<file path="src/sv/linear_svm_score_and_update_top_assert.svh">
// Assertion macros for the checks in the top-level module.
`ifndef LINEAR_SVM_SCORE_AND_UPDATE_TOP_ASSERT_SVH
`define LINEAR_SVM_SCORE_AND_UPDATE_TOP_ASSERT_SVH

`define LSVM_ASSERT_IMP(name, ante, cons, msg) \
   name: assert property (@(posedge clock) disable iff (reset) (ante) |-> (cons)) \
      else $error(msg);

`define LSVM_ASSERT_NEVER(name, cond, msg) \
   name: assert property (@(posedge clock) disable iff (reset) !(cond)) \
      else $error(msg);

`endif

</file>
<file path="src/sv/lsvm_pkg.sv">
`default_nettype none
package lsvm_pkg;

   localparam logic [1:0] KIND_SCORE  = 2'd0;
   localparam logic [1:0] KIND_UPDATE = 2'd1;
   localparam logic [1:0] KIND_QUERY  = 2'd2;
   localparam logic [1:0] KIND_UNUSED = 2'd3;

   localparam logic signed [32:0] ONE_Q16 = 33'sd65536;

   typedef struct packed {
      logic [1:0]         kind;
      logic signed [15:0] feature;
      logic               last;
      logic signed [15:0] step;
      logic [63:0]        key;
      logic               match;
   } item_type;

   typedef enum logic [3:0] {
      ST_CLEAR,
      ST_IDLE,
      ST_MUL,
      ST_ACC,
      ST_FIN,
      ST_SCAN,
      ST_DRAIN,
      ST_CALC,
      ST_COMMIT
   } back_state_type;

   function automatic logic signed [31:0] sat32(input logic signed [32:0] x);
      logic signed [31:0] r;
      if (x[32] != x[31]) begin
         r = x[32] ? 32'sh8000_0000 : 32'sh7FFF_FFFF;
      end else begin
         r = x[31:0];
      end
      return r;
   endfunction

endpackage
`default_nettype wire

</file>
<file path="src/sv/lsvm_if.sv">
`default_nettype none
interface lsvm_req_if;
   logic               valid;
   logic               ready;
   logic [1:0]         req_type;
   logic signed [15:0] feature_value;
   logic               is_last;
   logic signed [15:0] step_size;
   logic signed [63:0] pattern_key;
   logic [15:0]        true_class;
   logic [15:0]        guessed_class;

   modport source (output valid, req_type, feature_value, is_last, step_size, pattern_key,
                   true_class, guessed_class, input ready);
   modport sink (input valid, req_type, feature_value, is_last, step_size, pattern_key,
                 true_class, guessed_class, output ready);
endinterface

`default_nettype wire

</file>
<file path="src/sv/lsvm_front.sv">
`default_nettype none
module lsvm_front
   import lsvm_pkg::*;
(
   input  wire logic   clock,
   input  wire logic   reset,
   input  wire logic   clearing,
   lsvm_req_if.sink    req,
   output item_type    q_item,
   output logic        q_valid,
   input  wire logic   q_pop
);

   item_type   slot_ff [2];
   item_type   slot_in;
   logic       wr_ptr_ff, wr_ptr_in;
   logic       rd_ptr_ff, rd_ptr_in;
   logic [1:0] cnt_ff, cnt_in;
   logic       push;
   logic       take;

   assign req.ready = (cnt_ff != 2'd2) && !clearing;
   assign take      = req.valid && req.ready;
   assign push      = take && (req.req_type != KIND_UNUSED);
   assign q_valid   = (cnt_ff != 2'd0);
   assign q_item    = slot_ff[rd_ptr_ff];

   always_comb begin
      slot_in.kind    = req.req_type;
      slot_in.feature = req.feature_value;
      slot_in.last    = req.is_last;
      slot_in.step    = req.step_size;
      slot_in.key     = req.pattern_key;
      slot_in.match   = (req.true_class == req.guessed_class);
      wr_ptr_in = push ? !wr_ptr_ff : wr_ptr_ff;
      rd_ptr_in = q_pop ? !rd_ptr_ff : rd_ptr_ff;
      cnt_in    = cnt_ff + 2'(push) - 2'(q_pop);
   end

   always_ff @(posedge clock) begin
      if (push) begin
         slot_ff[wr_ptr_ff] <= slot_in;
      end
   end

   always_ff @(posedge clock) begin
      if (reset) begin
         wr_ptr_ff <= 1'b0;
         rd_ptr_ff <= 1'b0;
         cnt_ff    <= 2'd0;
      end else begin
         wr_ptr_ff <= wr_ptr_in;
         rd_ptr_ff <= rd_ptr_in;
         cnt_ff    <= cnt_in;
      end
   end

endmodule
`default_nettype wire

</file>
<file path="src/flat_wrapper.sv">
// flat-port wrapper written by rule: the top's interface ports become plain ports
module lsvm_front_flat import lsvm_pkg::*;
  (clock, reset, clearing, q_item, q_valid, q_pop, req_valid, req_req_type, req_feature_value, req_is_last, req_step_size, req_pattern_key, req_true_class, req_guessed_class, req_ready);
  lsvm_req_if req_i ();
  input  wire logic clock;
  input  wire logic reset;
  input  wire logic clearing;
  output item_type q_item;
  output logic q_valid;
  input  wire logic q_pop;
  input wire logic [$bits(req_i.valid)-1:0] req_valid;
  input wire logic [$bits(req_i.req_type)-1:0] req_req_type;
  input wire logic [$bits(req_i.feature_value)-1:0] req_feature_value;
  input wire logic [$bits(req_i.is_last)-1:0] req_is_last;
  input wire logic [$bits(req_i.step_size)-1:0] req_step_size;
  input wire logic [$bits(req_i.pattern_key)-1:0] req_pattern_key;
  input wire logic [$bits(req_i.true_class)-1:0] req_true_class;
  input wire logic [$bits(req_i.guessed_class)-1:0] req_guessed_class;
  output wire logic [$bits(req_i.ready)-1:0] req_ready;
  assign req_i.valid = req_valid;
  assign req_i.req_type = req_req_type;
  assign req_i.feature_value = req_feature_value;
  assign req_i.is_last = req_is_last;
  assign req_i.step_size = req_step_size;
  assign req_i.pattern_key = req_pattern_key;
  assign req_i.true_class = req_true_class;
  assign req_i.guessed_class = req_guessed_class;
  assign req_ready = req_i.ready;
  lsvm_front u_core (.clock(clock), .reset(reset), .clearing(clearing), .req(req_i), .q_item(q_item), .q_valid(q_valid), .q_pop(q_pop));
endmodule
</file>
<file path="config.mk">
export PLATFORM = sky130hd
export DESIGN_NAME = lsvm_front_flat
export DESIGN_NICKNAME = d
export VERILOG_FILES = /design/src/sv/linear_svm_score_and_update_top_assert.svh /design/src/sv/lsvm_pkg.sv /design/src/sv/lsvm_if.sv /design/src/sv/lsvm_front.sv /design/src/flat_wrapper.sv
export SDC_FILE = /design/constraint.sdc
export NUM_CORES = 1
export LEC_CHECK = 0
export BUFFER_PORTS_ARGS = -buffer_cell sky130_fd_sc_hd__buf_2
export CORE_MARGIN = 10
export CORE_UTILIZATION = 40
export DETAILED_ROUTE_END_ITERATION = 7
export PLACE_DENSITY = 0.65
export SLEW_MARGIN = 20
export SYNTH_ARGS = -nofsm -noshare
export SYNTH_HDL_FRONTEND = slang
export SYNTH_SLANG_ARGS = --single-unit
export TNS_END_PERCENT = 5
</file>
<file path="constraint.sdc">
create_clock -name clock -period 8.21 [get_ports clock]
set_input_delay 0.821 -clock clock [delete_from_list [all_inputs] [get_ports clock]]
set_output_delay 0.821 -clock clock [all_outputs]
set_load 0.05 [all_outputs]
</file>
# Yosys cells after proc, flatten, opt, wreduce, memory -nomap -nowiden

Memory sizes are Yosys's and may differ from the RTL's. A register that Yosys moved wholly into a read port is not among the register bits.
Index checks and enable logic that the tools add are counted.

Muxes and demuxes: 4
Reduce and logical (&&, ||, !) cells: 7
Equal/unequal tests: 3
Add/subtract/negate cells: 2

Operator list:

| kind                 | count |
|---|---|
| $eq A16 B16 Y1       | 1 |
| $mux W1              | 4 |
| $ne A2 B2 Y1 const B | 2 |
| $logic_and A1 B1 Y1  | 3 |
| $logic_not A1 Y1     | 3 |
| $add A2 B1 Y2        | 1 |
| $reduce_bool A2 Y1   | 1 |
| $sub A2 B1 Y2        | 1 |

Output and inout port bits: 102
Input bits: 136
Bits in writable memories: 200
Logic and storage cells: 20
Register bits after elaboration: 4
Memories kept: 1

Memories:

| memory         | words | bits a word | rd ports | clocked after Yosys merged registers in | wr ports | RTL line         | text |
|---|---|---|---|---|---|---|---|
| u_core.slot_ff | 2     | 100         | 1        | 1                                       | 1        | lsvm_front.sv:14 | `item_type slot_ff [2];` |

# Logic depth before layout (Yosys ltp)

Gate-level depths: netlist (run 1).

Depth after elaboration: 6
Mapped depth: 7
Mapped depth without buffers: 7

# Worst setup path before layout (run 1)

No wires, ideal clock.

Path type: in2reg
Start: input req_valid
End: memory u_core.slot_ff[1][0] (netlist name) (enable)
Buffers on the path: 0
Setup slack: 4172 ps
Setup time: 470 ps
Stages: 3
Arrival: 3568 ps
Data required time: 7740 ps
Cells stage by stage: a21bo_2 nor3_1 and2_1

Cells in the longest elaborated chain, start to end: 4

RTL lines:

| item                          | RTL line           | text |
|---|---|---|
| start: declaration            | flat_wrapper.sv:11 | `input wire logic [$bits(req_i.valid)-1:0] req_valid;` |
| $logic_and A1 B1 Y1           | lsvm_front.sv:23   | `assign take = req.valid && req.ready;` |
| $logic_and A1 B1 Y1           | lsvm_front.sv:24   | `assign push = take && (req.req_type != KIND_UNUSED);` |
| $mux W1                       | lsvm_front.sv:41   | `if (push) begin` |
| $mux W1 (not written as such) | lsvm_front.sv:42   | `slot_ff[wr_ptr_ff] <= slot_in;` |
| end: declaration              | lsvm_front.sv:14   |  |

Every way passes these cells.

==> metrics.csv, run 1 <==
stage,metric,value,unit
status,status,"finished, final reports clean",
grt,grtUsageTotal,0.124,
floorplan,die_y,158,µm
synth,async_flop_share,0,
pwr,vdd_drop_max,0.143,mV
worst_hold_path,hp-start,u_core.wr_ptr_ff,
clocking,cts_buffers,21,
synth,syn_nets,497,
routing,wl,16200,µm
clocking,cts-resized-gates,0,
place,dp_hpwl,11500,µm
worst_hold_path,min-delay-path-class,reg2reg,
pwr,p_leak,3.60,nW
setup_path,r2r_start,u_core.cnt_ff[1],
grt,grt_pass1_vias,4572,
floorplan,core,18700,µm²
final_layout,area_growth,27.2,%
timing,rsz0062_at_grt,false,
routing,vias_per_cell,4.72,
timing,holdWs,487,ps
pwr,power,0.00242,W
place,gp_congestion,0.750,
clocking,cts.sinks,205,
synth,synth_area_leader_cell,edfxtp_1,
timing,totalNegativeSetupSlack,0,ps
final_layout,drive_gt1_frac,0.597,
grt,grt-ovfl-total,0,
timing,slew_headroom,0.479,
pwr,p_per_area,250,nW/µm²
setup_path,cp.required,7390,ps
synth,ys_types,21,
clocking,clkLatencyLatePin,470,ps
routing,vias,4058,
routing,drc,0,
setup_path,path_max_fanout,58,
synth,ys_warn_count,0,
synth,yosys.area.top_type_share,0.789,
timing,finalClockSkew,9.28,ps
floorplan,die_area,24900,µm²
synth,synth_flop_cell,edfxtp_1,
grt,grt_pass1_wl,24200,µm
grt,grt_max_degree,59,
job,maxCapViolCount,0,
setup_path,start_kind,flop,
clocking,cts_hold_buf,0,
floorplan,die_w,158,µm
clocking,cts_buffer_depth,3,
clocking,cts_setup_buffers,0,
grt,antenna_found_initial,1,
timing,clock.fmax,294,MHz
timing,worst_pin_slew,782,ps
routing,wl_per_cell,18.8,µm
timing,hold_viol_final,0,
clocking,htreeDepth,1,
floorplan,initial_utilization,0.407,
synth,synth_edf_count,200,
clocking,cts_root_buffer,clkbuf_16,
routing,detail-route-antenna-nets,0,
setup_path,critical_path_class,reg2out,
synth,synth-seq-cells,205,
floorplan,boundaryPins,238,
timing,setup_viol,0,
clocking,tritoncts,done,
synth,seq_area_frac_synth,0.802,
routing,dr.pass1.iters,5,
routing,first_iter_violations,225,
synth,synth_area_leaders,"edfxtp_1 79%, mux2_2 15%, xnor2_1 2.0%",
clocking,clk_pin_slew,60,ps
floorplan,num_rows,50,
timing,post-route-period-util,0.414,
timing,finalCriticalPeriod,3400,ps
synth,avgSynthCellArea,21.2,µm²
synth,syn_inst,359,
place,portBuffers,237,
synth,syn_area,7610,µm²
final_layout,antennaDiodeCount,0,
setup_path,endpoint_kind,primary output,
final_layout,fin_nets,749,
timing,slew_violations,0,
setup_path,arrival,2580,ps
==> layout by cell type (no fill, tap or decap), types with 4 or more instances in the layout <==
cell and count:
buf_2 237, edfxtp_1 200, mux2_2 100, clkbuf_16 21, xnor2_1 17, clkbuf_1 8
nand4_1 4, nor2_1 4, clkinv_1 4, dfxtp_1 4
==> kinds of logic (layout without fill, tap and decap cells) <==
| kind of cell | after synthesis | after routing | share of synthesized area |
|---|---|---|---|
| adder cells (fa/ha/maj) | 2 | 2 | 0.00329 |
| XOR/XNOR | 18 | 18 | 0.0207 |
| AND/OR/NAND/NOR | 17 | 17 | 0.0141 |
| flip-flops | 205 | 205 | 0.802 |
| AO/OA/AOI/OAI | 3 | 3 | 0.00296 |
| buffers and inverters | 14 | 280 | 0.00871 |
| multiplexers | 100 | 100 | 0.148 |
==> through the flow <==
step / util / setup slack [ps] / instances / area [µm²]
6_report: 0.518 / 4810 / 859 / 9680
5_1_grt: 0.518 / 4600 / 859 / 9680
4_1_cts: 0.518 / 4710 / 859 / 9680
3_5_place_dp: 0.485 / 4940 / 822 / 9070
3_3_place_gp: 0.485 / 5000 / 822 / 9070
2_1_floorplan: - / 4170 / 359 / 7610
==> registers in the layout, summed over array words and instances, names as in the netlist, named ones only <==
| register | count |
|---|---|
| u_core.slot_ff | 200 |
| u_core.wr_ptr_ff | 1 |
| u_core.cnt_ff | 2 |
| u_core.rd_ptr_ff | 1 |
==> report_power, final <==
group | switching (W) | total, W | internal [W]
sequential | 0.0000167 | 0.00121 | 0.00119
combinational | 0.000252 | 0.000364 | 0.000112
clock | 0.000348 | 0.000850 | 0.000502
==> layout make-up <==
| class | count | area (µm²) |
|---|---|---|
| tap | 234 | 293 |
| clock inverter | 8 | 60.1 |
| clock buffer | 29 | 556 |
| inverter | 3 | 13.8 |
| timing repair buffer | 240 | 1210 |
| sequential | 205 | 6110 |
| fill | 1540 | 9020 |
| multi-input combinational | 140 | 1440 |
==> metal layers <==
layer  up-vias  routed length (µm)  part of all wire  track usage
met1      1953                6290              0.39        0.140
met3        19                1730              0.11       0.0510
met2       173                7930              0.49        0.213
met4         0                 206             0.013       0.0282
met5         -                   0                 0            0
li1       1913                   -                 -            -
==> synthesized netlist by cell type (all sizes together) (2+ instances only) <==
library cell / count
mux2: 100
nor2: 4
buf: 11
inv: 3
nor2b: 2
ha: 2
and2: 2
nand4: 4
xnor2: 17
nor3: 2
dfxtp: 5
edfxtp: 200
==> path summary, 6_finish.rpt <==
check / end / slack (ps) / cells past startpoint
min reg2reg: u_core.wr_ptr_ff / 490 / 2
min: u_core.wr_ptr_ff / 490 / 2
max reg2reg: u_core.slot_ff[0][5] / 5650 / 4
max: q_item[47] / 4810 / 3
==> critical path, stage by stage (launching register included) <==
cell     delay, ps
dfxtp_4        710
buf_4          730
mux2_2         440
buf_2          220
No activity file was read; power rests on OpenSTA's default activity.
==> run 2, diff against run 1 <==
PLACE_DENSITY = 0.68   (was 0.65)
clock period = 3.1 ns   (was 8.21 ns; I/O delays follow)
==> metrics.csv, run 2 (synthesized netlist as in run 1, its figures left out) <==
stage,metric,value,unit
floorplan,initial_utilization,0.407,
worst_hold_path,min-delay-path-class,in2reg,
timing,worst_pin_slew,513,ps
clocking,cts_buffers,22,
grt,grt-ovfl-total,0,
final_layout,largestRegisters,"u_core.slot_ff x200, u_core.cnt_ff x2",
pwr,vdd_drop_max,0.440,mV
routing,wl,17700,µm
setup_path,path_max_fanout,32,
floorplan,die_y,158,µm
setup_path,regToRegEndpoint,u_core.slot_ff[0][24],
timing,setup_viol,0,
floorplan,num_rows,50,
timing,finalClockSkew,13.5,ps
timing,finalCriticalPeriod,2290,ps
final_layout,layout_commonest_cell,buf_2,
routing,dr.pass1.iters,6,
routing,vias_per_cell,4.71,
clocking,cts_setup_buffers,0,
final_layout,final_cell_mix,"237 x buf_2, 200 x edfxtp_1, 100 x mux2_2",
clocking,clkLatencyLatePin,490,ps
setup_path,r2r_start,u_core.cnt_ff[1],
worst_hold_path,holdPathEnd,u_core.slot_ff[1][89],
grt,grt_pass1_vias,5131,
clocking,tritoncts,done,
place,dpl_cell_area,9150,µm²
worst_hold_path,hold_depth,1,
floorplan,die_w,158,µm
place,portBuffers,237,
setup_path,cp.required,2790,ps
worst_hold_path,hp-start,req_feature_value[7],
final_layout,fin_nets,815,
routing,detail-route-antenna-nets,0,
status,status,"finished, final reports clean",
timing,totalNegativeSetupSlack,0,ps
final_layout,antennaDiodeCount,0,
clocking,htreeDepth,1,
setup_path,arrival,1980,ps
setup_path,critical_path_class,reg2out,
pwr,power,0.00684,W
timing,holdWs,14.0,ps
grt,grt_max_degree,60,
final_layout,largest-register,u_core.slot_ff,
final_layout,fin_cells,927,
routing,wl_per_cell,19.1,µm
grt,grt_pass1_wl,26900,µm
grt,antenna_found_initial,0,
place,dp_cells,825,
clocking,clk_pin_slew,60,ps
timing,post-route-period-util,0.738,
place,dp_hpwl,12400,µm
final_layout,area_growth,37.9,%
timing,rsz0062_at_grt,false,
routing,first_iter_violations,242,
place,gp_congestion,0.776,
clocking,cts.sinks,205,
pwr,p_per_area,652,nW/µm²
final_layout,drive_gt1_frac,0.551,
timing,slew_headroom,0.658,
floorplan,core,18700,µm²
timing,hold_viol_final,0,
routing,drc,0,
timing,clock.fmax,437,MHz
job,maxCapViolCount,0,
pwr,p_leak,3.95,nW
timing,slew_violations,0,
floorplan,boundaryPins,238,
setup_path,start_kind,flop,
clocking,cts_root_buffer,clkbuf_16,
floorplan,die_area,24900,µm²
final_layout,largest_register_ffs,200,
final_layout,design_area,10500,µm²
setup_path,worstRegToRegCells,4,
grt,grtUsageTotal,0.137,
clocking,cts_buffer_depth,3,
setup_path,r2r_setup_slack,1060,ps
routing,vias,4368,
setup_path,endpoint_kind,primary output,
==> run 2: cell types whose count changed in the layout (fill, tap and decap cells not counted), sizes merged <==
cell         before  now
dlygate4sd3       0   62
bufinv            1    3
clkbuf           29   26
buf             240  243
clkinv            7   11
==> run 2: metal layers <==
metal / GRT usage / up-vias / share of wire
met1: 0.148 / 2114 / 0.37
met5: 0 / - / 0
met4: 0.0393 / 0 / 0.019
met3: 0.0529 / 31 / 0.098
met2: 0.244 / 174 / 0.51
li1: - / 2049 / -
==> run 2: timing repair <==
action,4_1_cts,5_1_grt
setup endpoints to repair,0,0
gates resized for setup,0,0
endpoints found under the hold margin,120,2
hold buffers,61,1
==> run 2: cell type report <==
cell class / instances / area [µm²]
Fill cell: 1426 / 8210
Sequential cell: 205 / 6110
Timing Repair Buffer: 305 / 1910
Multi-Input combinational cell: 140 / 1440
Clock buffer: 26 / 587
Tap cell: 234 / 293
Clock inverter: 14 / 138
Inverter: 3 / 13.8
==> run 2: report_power, final <==
part           leakage [nW]  total, W  internal (W)  switching (W)
logic                  1.73   0.00106      0.000361       0.000704
registers              1.87   0.00318       0.00315      0.0000295
clock network         0.358   0.00260       0.00159        0.00100
==> run 2: worst max path at each step <==
stage | startpoint | to | slack [ps] | cells after the start
2_1_floorplan | req_valid | u_core.slot_ff[0][0] | -250 | 3
3_3_place_gp | req_req_type[0] | u_core.slot_ff[0][30] | 960 | 5
3_5_place_dp | req_req_type[0] | u_core.slot_ff[0][38] | 900 | 5
4_1_cts | flop | q_item[53] | 770 | 3
5_1_grt | flop | q_item[75] | 710 | 3
6_report | flop | q_item[76] | 810 | 3
==> run 2: critical path, stage by stage, from the launching register on <==
cell and delay (ps):
dfxtp_4 440, buf_4 410, mux2_2 400, buf_2 220
==> run 2: stage by stage <==
stage                     utilization  setup WS (ps)
after floorplan                     -           -253
after global placement          0.489            962
after detailed placement        0.489            897
after CTS                       0.561            769
after global routing            0.561            711
final                           0.561            813
==> run 3, diff against run 2 <==
clock period = 2 ns   (was 3.1 ns; I/O delays follow)
==> metrics.csv, run 3 (synthesized netlist as in run 1, its figures left out) <==
stage,metric,value,unit
routing,top_layer,met4,
timing,clock.fmax,509,MHz
final_layout,antennaDiodeCount,0,
worst_hold_path,min-delay-path-class,in2reg,
clocking,clk_pin_slew,60,ps
timing,holdWs,31.0,ps
clocking,clkLatencyLatePin,490,ps
pwr,power,0.0104,W
pwr,p_per_area,956,nW/µm²
routing,drc,0,
timing,slew_violations,0,
setup_path,critical_path_class,reg2out,
setup_path,path_max_fanout,41,
floorplan,die_w,158,µm
routing,wl_met3,1660,µm
clocking,cts_root_buffer,clkbuf_16,
setup_path,start_kind,flop,
final_layout,final_cell_mix,"236 x buf_2, 200 x edfxtp_1, 101 x dlygate4sd3_1",
clocking,htreeDepth,1,
floorplan,boundaryPins,238,
pwr,vdd_drop_max,0.687,mV
grt,grt_max_degree,54,
floorplan,initial_utilization,0.407,
final_layout,design_area,10900,µm²
setup_path,r2r_start,u_core.cnt_ff[1],
setup_path,arrival,1760,ps
final_layout,n_fill_cell,1402,
final_layout,final_util,0.582,
timing,slew_headroom,0.782,
grt,grtUsageTotal,0.137,
final_layout,largest-register,u_core.slot_ff,
pwr,pwr-share-comb,0.167,
timing,rsz0062_at_grt,true,
floorplan,die_y,158,µm
pwr,p_leak,4.10,nW
final_layout,seqCellArea,6110,µm²
worst_hold_path,hp-start,q_pop,
routing,first_iter_violations,180,
place,dp_cells,826,
final_layout,largestRegisters,"u_core.slot_ff x200, u_core.cnt_ff x2",
timing,post-route-period-util,0.982,
setup_path,cp.required,1800,ps
clocking,cts_buffers,23,
job,maxCapViolCount,0,
clocking,cts.sinks,205,
pwr,internal-power,0.00775,W
routing,vias,4523,
routing,dr.pass1.iters,4,
timing,hold_viol_final,0,
routing,wl,17800,µm
status,status,"finished, final reports clean",
routing,wl_met1,6710,µm
place,portBuffers,237,
timing,finalCriticalPeriod,1960,ps
routing,detail-route-antenna-nets,0,
grt,grt-ovfl-total,0,
place,dp_hpwl,11700,µm
final_layout,largest_register_ffs,200,
final_layout,drive_gt1_frac,0.518,
pwr,pwr-share-clk,0.359,
timing,worst_pin_slew,324,ps
floorplan,die_area,24900,µm²
floorplan,num_rows,50,
timing,finalClockSkew,11.4,ps
grt,antenna_found_initial,0,
grt,grt_pass1_wl,27000,µm
routing,wl_per_cell,18.4,µm
routing,vias_per_cell,4.67,
final_layout,layout_commonest_cell,buf_2,
final_layout,fin_cells,968,
timing,setup_viol,0,
final_layout,multiInputGateArea,1440,µm²
grt,grt_pass1_vias,5148,
place,dpl_cell_area,9170,µm²
place,gp_congestion,0.789,
clocking,tritoncts,done,
final_layout,area_growth,42.9,%
floorplan,core,18700,µm²
pwr,p_sw,0.00265,W
pwr,netSwitchingFraction,0.255,
routing,met2_length,9090,µm
clocking,cts_buffer_depth,3,
setup_path,endpoint_kind,primary output,
pwr,seqPwrFrac,0.474,
final_layout,fin_nets,857,
## run 3: cell count changes in the layout (fill, tap and decap cells not counted), moves of 2 or more
cell and delta:
bufinv_16 -2, clkinv_2 -4, dlygate4sd3_1 +39, clkbuf_1 +4
## run 3: final timing paths
path / endpoint / slack [ps] / cells after the start
worst min register to register: u_core.cnt_ff[1] / 510 / 2
worst min-delay path: u_core.rd_ptr_ff / 30 / 3
worst max register to register: u_core.slot_ff[0][28] / 200 / 4
worst max-delay path: q_item[51] / 40 / 3
## run 3: per-layer routing
| metal | GRT usage | up-vias |
|---|---|---|
| li1 | - | 2137 |
| met1 | 0.149 | 2190 |
| met2 | 0.244 | 168 |
| met3 | 0.0564 | 28 |
| met4 | 0.0304 | 0 |
| met5 | 0 | - |
## run 3: critical path: stages, from the launching register on
cell and delay (ps):
dfxtp_4 400, buf_16 220, mux2_2 380, buf_2 220
## run 3: repair_timing
item	4_1_cts	5_1_grt
hold buffers	101	0
setup buffers	1	0
endpoints found under the hold margin	203	0
gates resized for setup	2	1
setup endpoints to repair	88	19
## run 3: power by group through the flow
| stage | clock [W] | sequential [W] | combinational, W |
|---|---|---|---|
| floorplan | 0 | 0.00501 | 0.00112 |
| global placement | 0 | 0.00502 | 0.00155 |
| detailed placement | 0 | 0.00503 | 0.00157 |
| CTS | 0.00384 | 0.00493 | 0.00175 |
| global route | 0.00403 | 0.00494 | 0.00183 |
| finish | 0.00373 | 0.00493 | 0.00173 |
## run 3: cell type report
class | instances | share of cell area
Timing Repair Buffer | 346 | 0.216
Sequential cell | 205 | 0.562
Clock inverter | 10 | 0.00644
Clock buffer | 30 | 0.0553
Tap cell | 234 | 0.0269
Multi-Input combinational cell | 140 | 0.133
Inverter | 3 | 0.00138
## run 3: through the flow
| stage | setup TNS [ps] | worst slack, ps |
|---|---|---|
| after CTS | 0 | 17.1 |
| after floorplan | -45820 | -458 |
| after global routing | -100 | -22.6 |
| after detailed placement | 0 | 220 |
| final | 0 | 36.7 |
| after global placement | 0 | 249 |
